### src/hdl/plmm_pkg.sv
package plmm_pkg;

    typedef enum logic [1:0] {
        MODE_LOAD  = 2'd0,
        MODE_QUERY = 2'd1,
        MODE_CLEAR = 2'd2,
        MODE_NONE  = 2'd3
    } t_mode;

    localparam int          MATCH_IDX_BITS = 12;
    localparam int          OCT_BITS       = 4;
    localparam logic [3:0]  OCT_MAX        = 4'd15;

    typedef struct packed {
        logic                      found;
        logic [MATCH_IDX_BITS-1:0] match_index;
        logic [OCT_BITS-1:0]       new_octave;
    } t_result;

endpackage

### src/hdl/plmm_seq.sv
module plmm_seq
    import plmm_pkg::*;
#(
    parameter int MAX_POINTS = 4096,
    parameter int COORD_BITS = 12
) (
    input  logic                          i_clk,
    input  logic                          i_rst_n,
    input  logic                          i_in_valid,
    output logic                          o_in_ready,
    input  logic [1:0]                    i_mode,
    input  logic [COORD_BITS-1:0]         i_point_x,
    input  logic [COORD_BITS-1:0]         i_point_y,
    input  logic [OCT_BITS-1:0]           i_query_octave,
    output logic                          o_we,
    output logic [$clog2(MAX_POINTS)-1:0] o_waddr,
    output logic [2*COORD_BITS-1:0]       o_wdata,
    output logic [$clog2(MAX_POINTS)-1:0] o_raddr,
    input  logic [2*COORD_BITS-1:0]       i_rdata,
    output logic                          o_res_valid,
    input  logic                          i_res_ready,
    output t_result                       o_res
);

    localparam int CW = COORD_BITS;
    localparam int AW = $clog2(MAX_POINTS);
    localparam int NW = $clog2(MAX_POINTS + 1);

    typedef enum logic [3:0] {
        S_IDLE = 4'b0001,
        S_STEP = 4'b0010,
        S_EVAL = 4'b0100,
        S_DONE = 4'b1000
    } t_state;

    typedef enum logic [3:0] {
        P_SKIP_EVEN = 4'b0001,
        P_SKIP_ODD  = 4'b0010,
        P_SCAN_EVEN = 4'b0100,
        P_SCAN_ODD  = 4'b1000
    } t_phase;

    t_state          r_state, n_state;
    t_phase          r_phase, n_phase;
    logic [NW-1:0]   r_cur, n_cur;
    logic [NW-1:0]   r_even, n_even;
    logic [NW-1:0]   r_odd, n_odd;
    logic [NW-1:0]   r_count, n_count;
    logic [CW-1:0]   r_last_row, n_last_row;
    logic            r_last_valid, n_last_valid;
    logic [CW-1:0]   r_qx, n_qx;
    logic [CW-1:0]   r_qy, n_qy;
    logic [3:0]      r_qoct, n_qoct;
    t_result         r_res, n_res;

    logic [CW-1:0]   rd_x;
    logic [CW-1:0]   rd_y;
    logic            below_even;
    logic            upto_odd;
    logic            same_row;
    logic            left_of;
    logic            same_col;
    logic            cont;
    logic            hit;
    logic            ending;
    logic            hit_now;
    logic            accept;
    logic [NW+MATCH_IDX_BITS-1:0] cur_ext;
    logic [3:0]      oct_inc;

    assign rd_x       = i_rdata[CW-1:0];
    assign rd_y       = i_rdata[2*CW-1:CW];
    assign below_even = {1'b0, rd_y} < {r_qy, 1'b0};
    assign upto_odd   = {1'b0, rd_y} <= {r_qy, 1'b0};
    assign same_row   = {1'b0, rd_y[CW-1:1]} == r_qy;
    assign left_of    = {1'b0, rd_x[CW-1:1]} < r_qx;
    assign same_col   = {1'b0, rd_x[CW-1:1]} == r_qx;
    assign hit        = same_row && same_col;
    assign cur_ext    = {{MATCH_IDX_BITS{1'b0}}, r_cur};
    assign oct_inc    = (r_qoct == OCT_MAX) ? OCT_MAX : r_qoct + 4'd1;

    always_comb begin
        unique case (r_phase)
            P_SKIP_EVEN: cont = below_even;
            P_SKIP_ODD:  cont = upto_odd;
            P_SCAN_EVEN: cont = same_row && left_of;
            P_SCAN_ODD:  cont = same_row && left_of;
            default:     cont = 1'b0;
        endcase
    end

    assign o_in_ready  = (r_state == S_IDLE);
    assign accept      = i_in_valid && o_in_ready;
    assign o_res_valid = (r_state == S_DONE);
    assign o_res       = r_res;
    assign o_waddr     = r_count[AW-1:0];
    assign o_wdata     = {i_point_y, i_point_x};
    assign o_raddr     = r_cur[AW-1:0];

    always_comb begin
        n_state      = r_state;
        n_phase      = r_phase;
        n_cur        = r_cur;
        n_even       = r_even;
        n_odd        = r_odd;
        n_count      = r_count;
        n_last_row   = r_last_row;
        n_last_valid = r_last_valid;
        n_qx         = r_qx;
        n_qy         = r_qy;
        n_qoct       = r_qoct;
        n_res        = r_res;
        o_we         = 1'b0;
        ending       = 1'b0;
        hit_now      = 1'b0;

        unique case (r_state)
            S_IDLE: begin
                if (accept) begin
                    unique case (t_mode'(i_mode))
                        MODE_LOAD: begin
                            if (r_count < NW'(MAX_POINTS)) begin
                                o_we    = 1'b1;
                                n_count = r_count + NW'(1);
                            end
                        end
                        MODE_QUERY: begin
                            n_qx    = i_point_x;
                            n_qy    = i_point_y;
                            n_qoct  = i_query_octave;
                            n_state = S_STEP;
                            if (!r_last_valid || r_last_row != i_point_y) begin
                                n_phase = P_SKIP_EVEN;
                                n_cur   = r_odd;
                            end else begin
                                n_phase = P_SCAN_EVEN;
                                n_cur   = r_even;
                            end
                        end
                        MODE_CLEAR: begin
                            n_count      = '0;
                            n_even       = '0;
                            n_odd        = '0;
                            n_last_row   = '0;
                            n_last_valid = 1'b0;
                        end
                        MODE_NONE: begin
                        end
                        default: begin
                        end
                    endcase
                end
            end
            S_STEP: begin
                if (r_cur < r_count) begin
                    n_state = S_EVAL;
                end else begin
                    ending = 1'b1;
                end
            end
            S_EVAL: begin
                if (cont) begin
                    n_cur   = r_cur + NW'(1);
                    n_state = S_STEP;
                end else begin
                    ending  = 1'b1;
                    hit_now = hit;
                end
            end
            S_DONE: begin
                if (i_res_ready) begin
                    n_state = S_IDLE;
                end
            end
            default: begin
                n_state = S_IDLE;
            end
        endcase

        if (ending) begin
            unique case (r_phase)
                P_SKIP_EVEN: begin
                    n_even  = r_cur;
                    n_phase = P_SKIP_ODD;
                    n_state = S_STEP;
                end
                P_SKIP_ODD: begin
                    n_odd        = r_cur;
                    n_last_row   = r_qy;
                    n_last_valid = 1'b1;
                    n_phase      = P_SCAN_EVEN;
                    n_cur        = r_even;
                    n_state      = S_STEP;
                end
                P_SCAN_EVEN: begin
                    n_even = r_cur;
                    if (hit_now) begin
                        n_res.found       = 1'b1;
                        n_res.match_index = cur_ext[MATCH_IDX_BITS-1:0];
                        n_res.new_octave  = oct_inc;
                        n_state           = S_DONE;
                    end else begin
                        n_phase = P_SCAN_ODD;
                        n_cur   = r_odd;
                        n_state = S_STEP;
                    end
                end
                P_SCAN_ODD: begin
                    n_odd             = r_cur;
                    n_res.found       = hit_now;
                    n_res.match_index = hit_now ? cur_ext[MATCH_IDX_BITS-1:0] : '0;
                    n_res.new_octave  = hit_now ? oct_inc : '0;
                    n_state           = S_DONE;
                end
                default: begin
                    n_state = S_IDLE;
                end
            endcase
        end
    end

    always_ff @(posedge i_clk) begin
        if (!i_rst_n) begin
            r_state      <= S_IDLE;
            r_phase      <= P_SKIP_EVEN;
            r_cur        <= '0;
            r_even       <= '0;
            r_odd        <= '0;
            r_count      <= '0;
            r_last_row   <= '0;
            r_last_valid <= 1'b0;
        end else begin
            r_state      <= n_state;
            r_phase      <= n_phase;
            r_cur        <= n_cur;
            r_even       <= n_even;
            r_odd        <= n_odd;
            r_count      <= n_count;
            r_last_row   <= n_last_row;
            r_last_valid <= n_last_valid;
        end
    end

    always_ff @(posedge i_clk) begin
        r_qx   <= n_qx;
        r_qy   <= n_qy;
        r_qoct <= n_qoct;
        r_res  <= n_res;
    end

    a_cursor_bound: assert property (@(posedge i_clk) disable iff (!i_rst_n)
        (r_even <= r_count) && (r_odd <= r_count))
        else $error("cursor beyond point count");

    a_eval_in_range: assert property (@(posedge i_clk) disable iff (!i_rst_n)
        (r_state == S_EVAL) |-> (r_cur < r_count))
        else $error("evaluating an unwritten entry");

    a_advance_one: assert property (@(posedge i_clk) disable iff (!i_rst_n)
        (r_state == S_EVAL && cont) |=> (r_cur == $past(r_cur) + NW'(1)))
        else $error("cursor did not advance by one");

    a_miss_zero: assert property (@(posedge i_clk) disable iff (!i_rst_n)
        (o_res_valid && !o_res.found) |-> (o_res.match_index == '0 && o_res.new_octave == '0))
        else $error("miss result carries nonzero fields");

endmodule

### config.mk
export PLATFORM = sky130hd
export DESIGN_NAME = plmm_seq
export DESIGN_NICKNAME = d
export VERILOG_FILES = /design/src/hdl/plmm_pkg.sv /design/src/hdl/plmm_seq.sv
export SDC_FILE = /design/constraint.sdc
export NUM_CORES = 1
export LEC_CHECK = 0
export ABC_AREA = 1
export BUFFER_PORTS_ARGS = -buffer_cell sky130_fd_sc_hd__buf_2
export CORE_MARGIN = 1.5
export CORE_UTILIZATION = 37
export CTS_CLUSTER_SIZE = 14
export DETAILED_ROUTE_END_ITERATION = 8
export GPL_TIMING_DRIVEN = 1
export SYNTH_ARGS = -nofsm -noshare
export SYNTH_HDL_FRONTEND = slang
export SYNTH_SLANG_ARGS = --single-unit
### constraint.sdc
create_clock -name i_clk -period 2.4 [get_ports i_clk]
set_input_delay 0.48 -clock i_clk [delete_from_list [all_inputs] [get_ports i_clk]]
set_output_delay 0.48 -clock i_clk [all_outputs]
set_load 0.05 [all_outputs]
==> impl_results.md, run 1 <==
- Die width: 144 um
- Worst IR Drop VDD: 0.471 mV
- H-tree Lvls: 4
- Hold Path Class: in2reg
- Die height: 144 um
- Syn nets: roughly 1100
- Crit-path max FO: 8
- Mapped Cells: between 1000 and 1500
- Buf/Inv on CP: 4
- Latest clock arrival within the worst-skew pair: 0.42 ns
- Area leader, netlist: dfxtp_1
- Hold path startpoint: i_query_octave[1]
- Commonest non-fill, non-tap cell in the layout: nand2_1
- Avg Cell Area, Syn: roughly 7.1 um^2
- Synthesis-stage register bit count: 118
- Sequential area share after synthesis: 0.382
- CP endpoint kind: flop
- Final HPWL DP: 13700 um
- Die area: between 0.02 and 0.025 mm^2
- Pwr Density: 666 mW/mm^2
- Initial antenna violation count: 0
- Drt wl/cell: ~14 um
- Via count: 6775
- Vias in the first global route: 6288
- Dpl ws: -0.166 ns
- Vias per Instance: 4.70
- Share of the synthesized area in the top cell type: 0.199
- Crit path max-delay family: simple AND/OR/NAND/NOR gates
- Hold-fix buffers, CTS: 0
- Remaining DRCs: 0
- Largest net degree at the start of global routing: 39
- Cell mode on critical path: nand2_2
- Max stage delay on crit path: 0.41 ns
- Max Transition Viols Final: 0
- Worst Setup Slack, final: 0.00855 ns
- Synth cell types: 34
- Leak Pwr: 4.24 nW
- Most frequent cells in the layout: nand2_1 (281), inv_1 (147), buf_2 (124), a21oi_1 (83), nand3_1 (76)
- Grt total ovfl: 0
- Port bufs: 124
- Status: finished, final reports clean
- Syn-to-layout area delta: 25.2%
- Num ports: 126
- Final min period: around 2.4 ns
- Starting density of the core: 0.378
- Core area: 0.0195 mm^2
- Crit path cell chain: inv_2, ha_4, nand2_4, nor2_4, buf_6, nand2_2, nand3_2, nand2_2, nor2_4, nand2_2, nand2_4, nand3_4, clkinvlp_4, clkbuf_16
- Critical Path RT: around 2.5 ns
- First drt pass iteration count: 5
- Max cap viols: 0
- Slowest CP cell: edfxtp_1
- Area contributors post-synth: dfxtp_1 (20%), edfxtp_1 (18%), nand2_1 (15%), inv_1 (7.8%), ha_1 (6.3%)
- Share of layout cells above drive strength 1: 0.226
- Critical Path Source Type: flop
- First-pass GRT wire length: 31000 um
- Critical Path Start: r_qy[10]
- Drt initial violations: 406
- ANT cells: 0
- Clock transition at path regs: 0.05 ns
- Final Skew: 0.00820 ns
- Antenna Nets Post-Route: 0
- RSZ-0062 raised after global routing: yes
- TritonCTS Sinks: 118
- Crit Path Class: reg2reg
- Reg-to-reg startpoint: r_qy[10]
- Core Rows: 51
- Slew headroom: 0.627
- Yosys warning count: 0
- Total power: 6.14 mW
- TritonCTS clock tree: done
- Final Cycle Share: 0.996
- GP Congestion: about 0.83
- Setup violators final: 0
- Hold Fails Final Rpt: 0
- Utilization after layout: 0.473
- Worst EP arrival: 2.52 ns
- DRT Wirelength: 19700 um
- Num CTS Buffers: 17
- Max Clk Rate: approximately 420 MHz
- Max Buffers Root-to-Sink: 2
- Synthesized cell area: 0.00736 mm^2
- Total track usage: 0.194
- Worst slew pin tran: 0.558 ns
- Final #Nets: 1260
- Root buffer cell: clkbuf_16
state kept, by name, summed over array words and instances, names as in the netlist:
| signal | count |
|---|---|
| r_phase | 4 |
| o_res | 17 |
| r_qoct | 4 |
| r_even | 13 |
| r_qx | 12 |
| r_last_valid | 1 |
| r_last_row | 12 |
| r_cur | 13 |
| r_qy | 12 |
| r_state | 4 |
| r_odd | 13 |
| r_count | 13 |
cell usage after synthesis:
cell type	count
nor2_2	2
dfxtp_1	73
nor2_4	4
nor2_1	66
o2111ai_1	1
buf_6	2
a21oi_1	84
nand2_2	5
clkbuf_1	19
inv_2	3
o22ai_1	1
o21ai_0	49
xor2_1	12
and3_1	2
nor3_2	1
nand2_4	2
nand3_2	2
nand4_1	10
clkinv_1	2
nand3b_1	2
nor3_1	18
and2_1	1
nor2b_1	1
nor4_1	4
edfxtp_1	45
nand2_1	291
xnor2_1	7
nand3_1	81
buf_2	6
ha_1	37
nor3b_1	1
buf_4	54
a31oi_1	1
inv_1	152
kinds of logic after synthesis:
logic type,synth area share
and+or+nand+nor,0.287
buffers and inverters,0.152
AOI/OAI and AO/OA,0.0933
DFF,0.382
adders and majority gates,0.0629
xor gates and xnor gates,0.0226
repair_timing:
action	in CTS	in global routing
setup endpoints to repair	2	76
pin swaps	0	15
gates cloned	0	2
setup buffers	0	5
gates resized for setup	1	42
per-layer routing:
metal  GRT usage  share of wire  up-vias
li1            -              -     3530
met1       0.266           0.48     3049
met2       0.303           0.45      169
met3      0.0387          0.054       27
met4      0.0639          0.015        0
met5           0              0        -
cell type report:
class | instances | area (um^2)
flip-flops and latches | 118 | 2810
inverters | 157 | 596
clock buffers | 27 | 576
fillers | 1944 | 10200
multi-input cells | 685 | 3580
well taps | 265 | 332
clock inverters | 5 | 76.3
repair buffers | 186 | 1240
per-stage QoR:
step | hold WS (ns) | instances | cell area [um^2] | TNS [ns]
final | 0.234 | 1443 | 9210 | 0
after detailed placement | 0.470 | 1404 | 8310 | -5.82
after global placement | 0.465 | 1404 | 8310 | -4.03
after floorplan | 0.452 | 1041 | 7370 | 0
after CTS | 0.218 | 1436 | 8970 | 0
after global routing | 0.215 | 1443 | 9210 | -2.03
report_power, final:
| group | internal (mW) | switching [mW] | leakage (nW) |
|---|---|---|---|
| registers | 2.17 | 0.0504 | 1.00 |
| clock network | 1.84 | 0.908 | 0.326 |
| logic | 0.374 | 0.789 | 2.91 |
| total | 4.39 | 1.75 | 4.24 |
path summary, 6_finish.rpt:
check | end | slack [ns] | cells past startpoint
worst max register to register | o_res[10] | 0.009 | 14
worst max-delay path | o_res[10] | 0.009 | 14
worst min register to register | r_last_row[5] | 0.48 | 2
worst min-delay path | r_qoct[1] | 0.23 | 1
Note: power is estimated with default switching activity, not from simulation.
==> run 2, diff against run 1 <==
--- a/config.mk
+++ b/config.mk
@@ -8,10 +8,11 @@
 export ABC_AREA = 1
 export BUFFER_PORTS_ARGS = -buffer_cell sky130_fd_sc_hd__buf_2
 export CORE_MARGIN = 1.5
-export CORE_UTILIZATION = 37
+export CORE_UTILIZATION = 40
 export CTS_CLUSTER_SIZE = 14
 export DETAILED_ROUTE_END_ITERATION = 8
 export GPL_TIMING_DRIVEN = 1
+export SKIP_LAST_GASP = 1
 export SYNTH_ARGS = -nofsm -noshare
 export SYNTH_HDL_FRONTEND = slang
 export SYNTH_SLANG_ARGS = --single-unit
==> run 2 against run 1 <==
- clock power is 13% lower
- critical path depth increased by 1
- power down 6.0%
- sequential cell count is the same
==> impl_results.md, run 2 (same netlist as run 1, synthesis figures left out) <==
- Status: finished, final reports clean (unchanged)
- Hold Path Class: in2reg (unchanged)
- Most frequent cells in the layout: nand2_1 (284), inv_1 (145), buf_2 (124), a21oi_1 (78), nand3_1 (77) (was nand2_1 (281), inv_1 (147), buf_2 (124), a21oi_1 (83), nand3_1 (76))
- Hold-fix buffers, CTS: 0 (unchanged)
- Dpl ws: -0.148 ns (was -0.166 ns)
- Setup violators final: 0 (unchanged)
- TritonCTS clock tree: done (unchanged)
- Reg-to-reg startpoint: r_qy[1] (was r_qy[10])
- H-tree Lvls: 4 (unchanged)
- Core Rows: 49 (was 51)
- Worst EP arrival: 2.46 ns (was 2.52 ns)
- Die height: 139 um (was 144 um)
- Slew headroom: 0.661 (was 0.627)
- Max cap viols: 0 (unchanged)
- Final min period: 2.33 ns (was 2.39 ns)
- Remaining DRCs: 0 (unchanged)
- Drt wl/cell: 13.5 um (was 13.6 um)
- Hold slack final: 0.240 ns (was 0.234 ns)
- Hold path startpoint: i_point_x[1] (was i_query_octave[1])
- R2R Setup Slk: 0.07 ns (was 0.009 ns)
- Final #Nets: 1263 (was 1260)
- TritonCTS Sinks: 118 (unchanged)
- Initial antenna violation count: 0 (unchanged)
- Critical Path RT: 2.53 ns (about the same)
- Core area: 0.0180 mm^2 (was 0.0195 mm^2)
- Antenna Nets Post-Route: 0 (unchanged)
- Share of layout cells above drive strength 1: 0.226 (about the same)
- Max FFs per register: 17 (unchanged)
- Grt total ovfl: 0 (unchanged)
- RSZ-0062 raised after global routing: yes (unchanged)
- Latest clock arrival within the worst-skew pair: 0.42 ns (about the same)
- Crit Reg-Reg Endpoint: o_res[2] (was o_res[10])
- Total track usage: 0.198 (was 0.194)
- Total power: 5.77 mW (was 6.14 mW)
- Critical Path Sink: o_res[2] (was o_res[10])
- Commonest non-fill, non-tap cell in the layout: nand2_1 (unchanged)
- Vias per Instance: 4.82 (was 4.70)
- Critical Path Start: r_qy[1] (was r_qy[10])
- Num CTS Buffers: 17 (unchanged)
- Worst Setup Slack, final: 0.0713 ns (was 0.00855 ns)
- Die area: 0.0192 mm^2 (was 0.0207 mm^2)
- Crit Path Class: reg2reg (unchanged)
- Drt initial violations: 437 (was 406)
- Worst slew pin tran: 0.504 ns (was 0.558 ns)
- Clock transition at path regs: 0.06 ns (was 0.05 ns)
- Max Transition Viols Final: 0 (unchanged)
- Largest net degree at the start of global routing: 39 (unchanged)
- Final Skew: 0.0116 ns (was 0.00820 ns)
- ANT cells: 0 (unchanged)
- Utilization after layout: 0.505 (was 0.473)
- Worst reg2reg path depth: 15 (was 14)
- Num ports: 126 (unchanged)
- CP endpoint kind: flop (unchanged)
- Vias in the first global route: 6040 (was 6288)
- Final Cycle Share: 0.970 (was 0.996)
- GP Congestion: 0.863 (was 0.832)
- Min-Delay Path Depth: 1 (unchanged)
- First-pass GRT wire length: 30200 um (was 31000 um)
- Pwr Density: 635 mW/mm^2 (was 666 mW/mm^2)
- Max Clk Rate: 429 MHz (was 418 MHz)
- Via count: 6803 (was 6775)
- DRT Wirelength: 19100 um (was 19700 um)
- Setup TNS: 0 ns (unchanged)
- First drt pass iteration count: 6 (was 5)
- Crit-path max FO: 8 (unchanged)
- Final HPWL DP: 13600 um (was 13700 um)
- Port bufs: 124 (unchanged)
- Leak Pwr: 4.16 nW (was 4.24 nW)
- Worst IR Drop VDD: 0.514 mV (was 0.471 mV)
- Root buffer cell: clkbuf_16 (unchanged)
- Syn-to-layout area delta: 23.6% (was 25.2%)
- Fillers: 1844 (was 1944)
- Critical Path Source Type: flop (unchanged)
- Hold Fails Final Rpt: 0 (unchanged)
- Max Buffers Root-to-Sink: 2 (unchanged)
- Die width: 139 um (was 144 um)
- Starting density of the core: 0.408 (was 0.378)
-- run 2: cell types whose count changed in the layout (fill, tap and decap cells not counted), sizes merged --
cell / previous run / this run
clkbuf: 29 / 23
clkinvlp: 1 / 5
clkinv: 4 / 7
buf: 184 / 187
inv: 155 / 154
-- run 2: metal layers --
layer,up-vias,part of all wire,GRT usage
li1,3548,-,-
met1,3042,0.47,0.277
met2,193,0.45,0.303
met3,20,0.066,0.0414
met4,0,0.013,0.0652
met5,-,0,0
-- run 2: worst min path at each step --
| stage | end | slack, ns |
|---|---|---|
| 6_report | r_qx[1] | 0.24 |
| 3_3_place_gp | r_even[12] | 0.46 |
| 4_1_cts | r_qx[1] | 0.23 |
| 2_1_floorplan | r_even[12] | 0.45 |
| 3_5_place_dp | r_even[12] | 0.47 |
| 5_1_grt | r_qx[3] | 0.23 |
-- run 2: critical path, stage by stage, from the launching register on --
cell        delay (ns)
edfxtp_1          0.36
inv_1             0.05
ha_1              0.34
nand2_1           0.07
nand2_1           0.05
nand2_1           0.04
nand2_1           0.06
nand2_1           0.06
nand3_2           0.07
nand2_2           0.07
nor2_4            0.16
nand3_2           0.12
nand2_2           0.13
nand3_4           0.08
clkinvlp_4        0.17
clkbuf_16         0.18
-- run 2: final cells by class --
class	count	area, um^2	area share
Clock buffer	21	440	0.0484
Clock inverter	11	110	0.0121
Sequential cell	118	2810	0.309
Multi-Input combinational cell	685	3610	0.397
Timing Repair Buffer	189	1240	0.136
Inverter	157	596	0.0655
Tap cell	229	287	0.0315
-- run 2: through the flow --
step,cell area (um^2),instances
after global routing,9090,1410
after detailed placement,8260,1370
after global placement,8260,1370
after CTS,8820,1402
final,9090,1410
after floorplan,7370,1041
-- run 2: what timing repair did --
action / 4_1_cts / 5_1_grt
pin swaps: 0 / 15
gates cloned: 0 / 2
gates resized for setup: 1 / 49
buffers inserted: 0 / 6
setup endpoints to repair: 14 / 92
-- run 2: where the power goes --
part	internal [mW]	leakage, nW	total [mW]	switching, mW
combinational	0.368	2.91	1.15	0.781
sequential	2.17	1.00	2.22	0.0496
clock	1.51	0.253	2.40	0.896
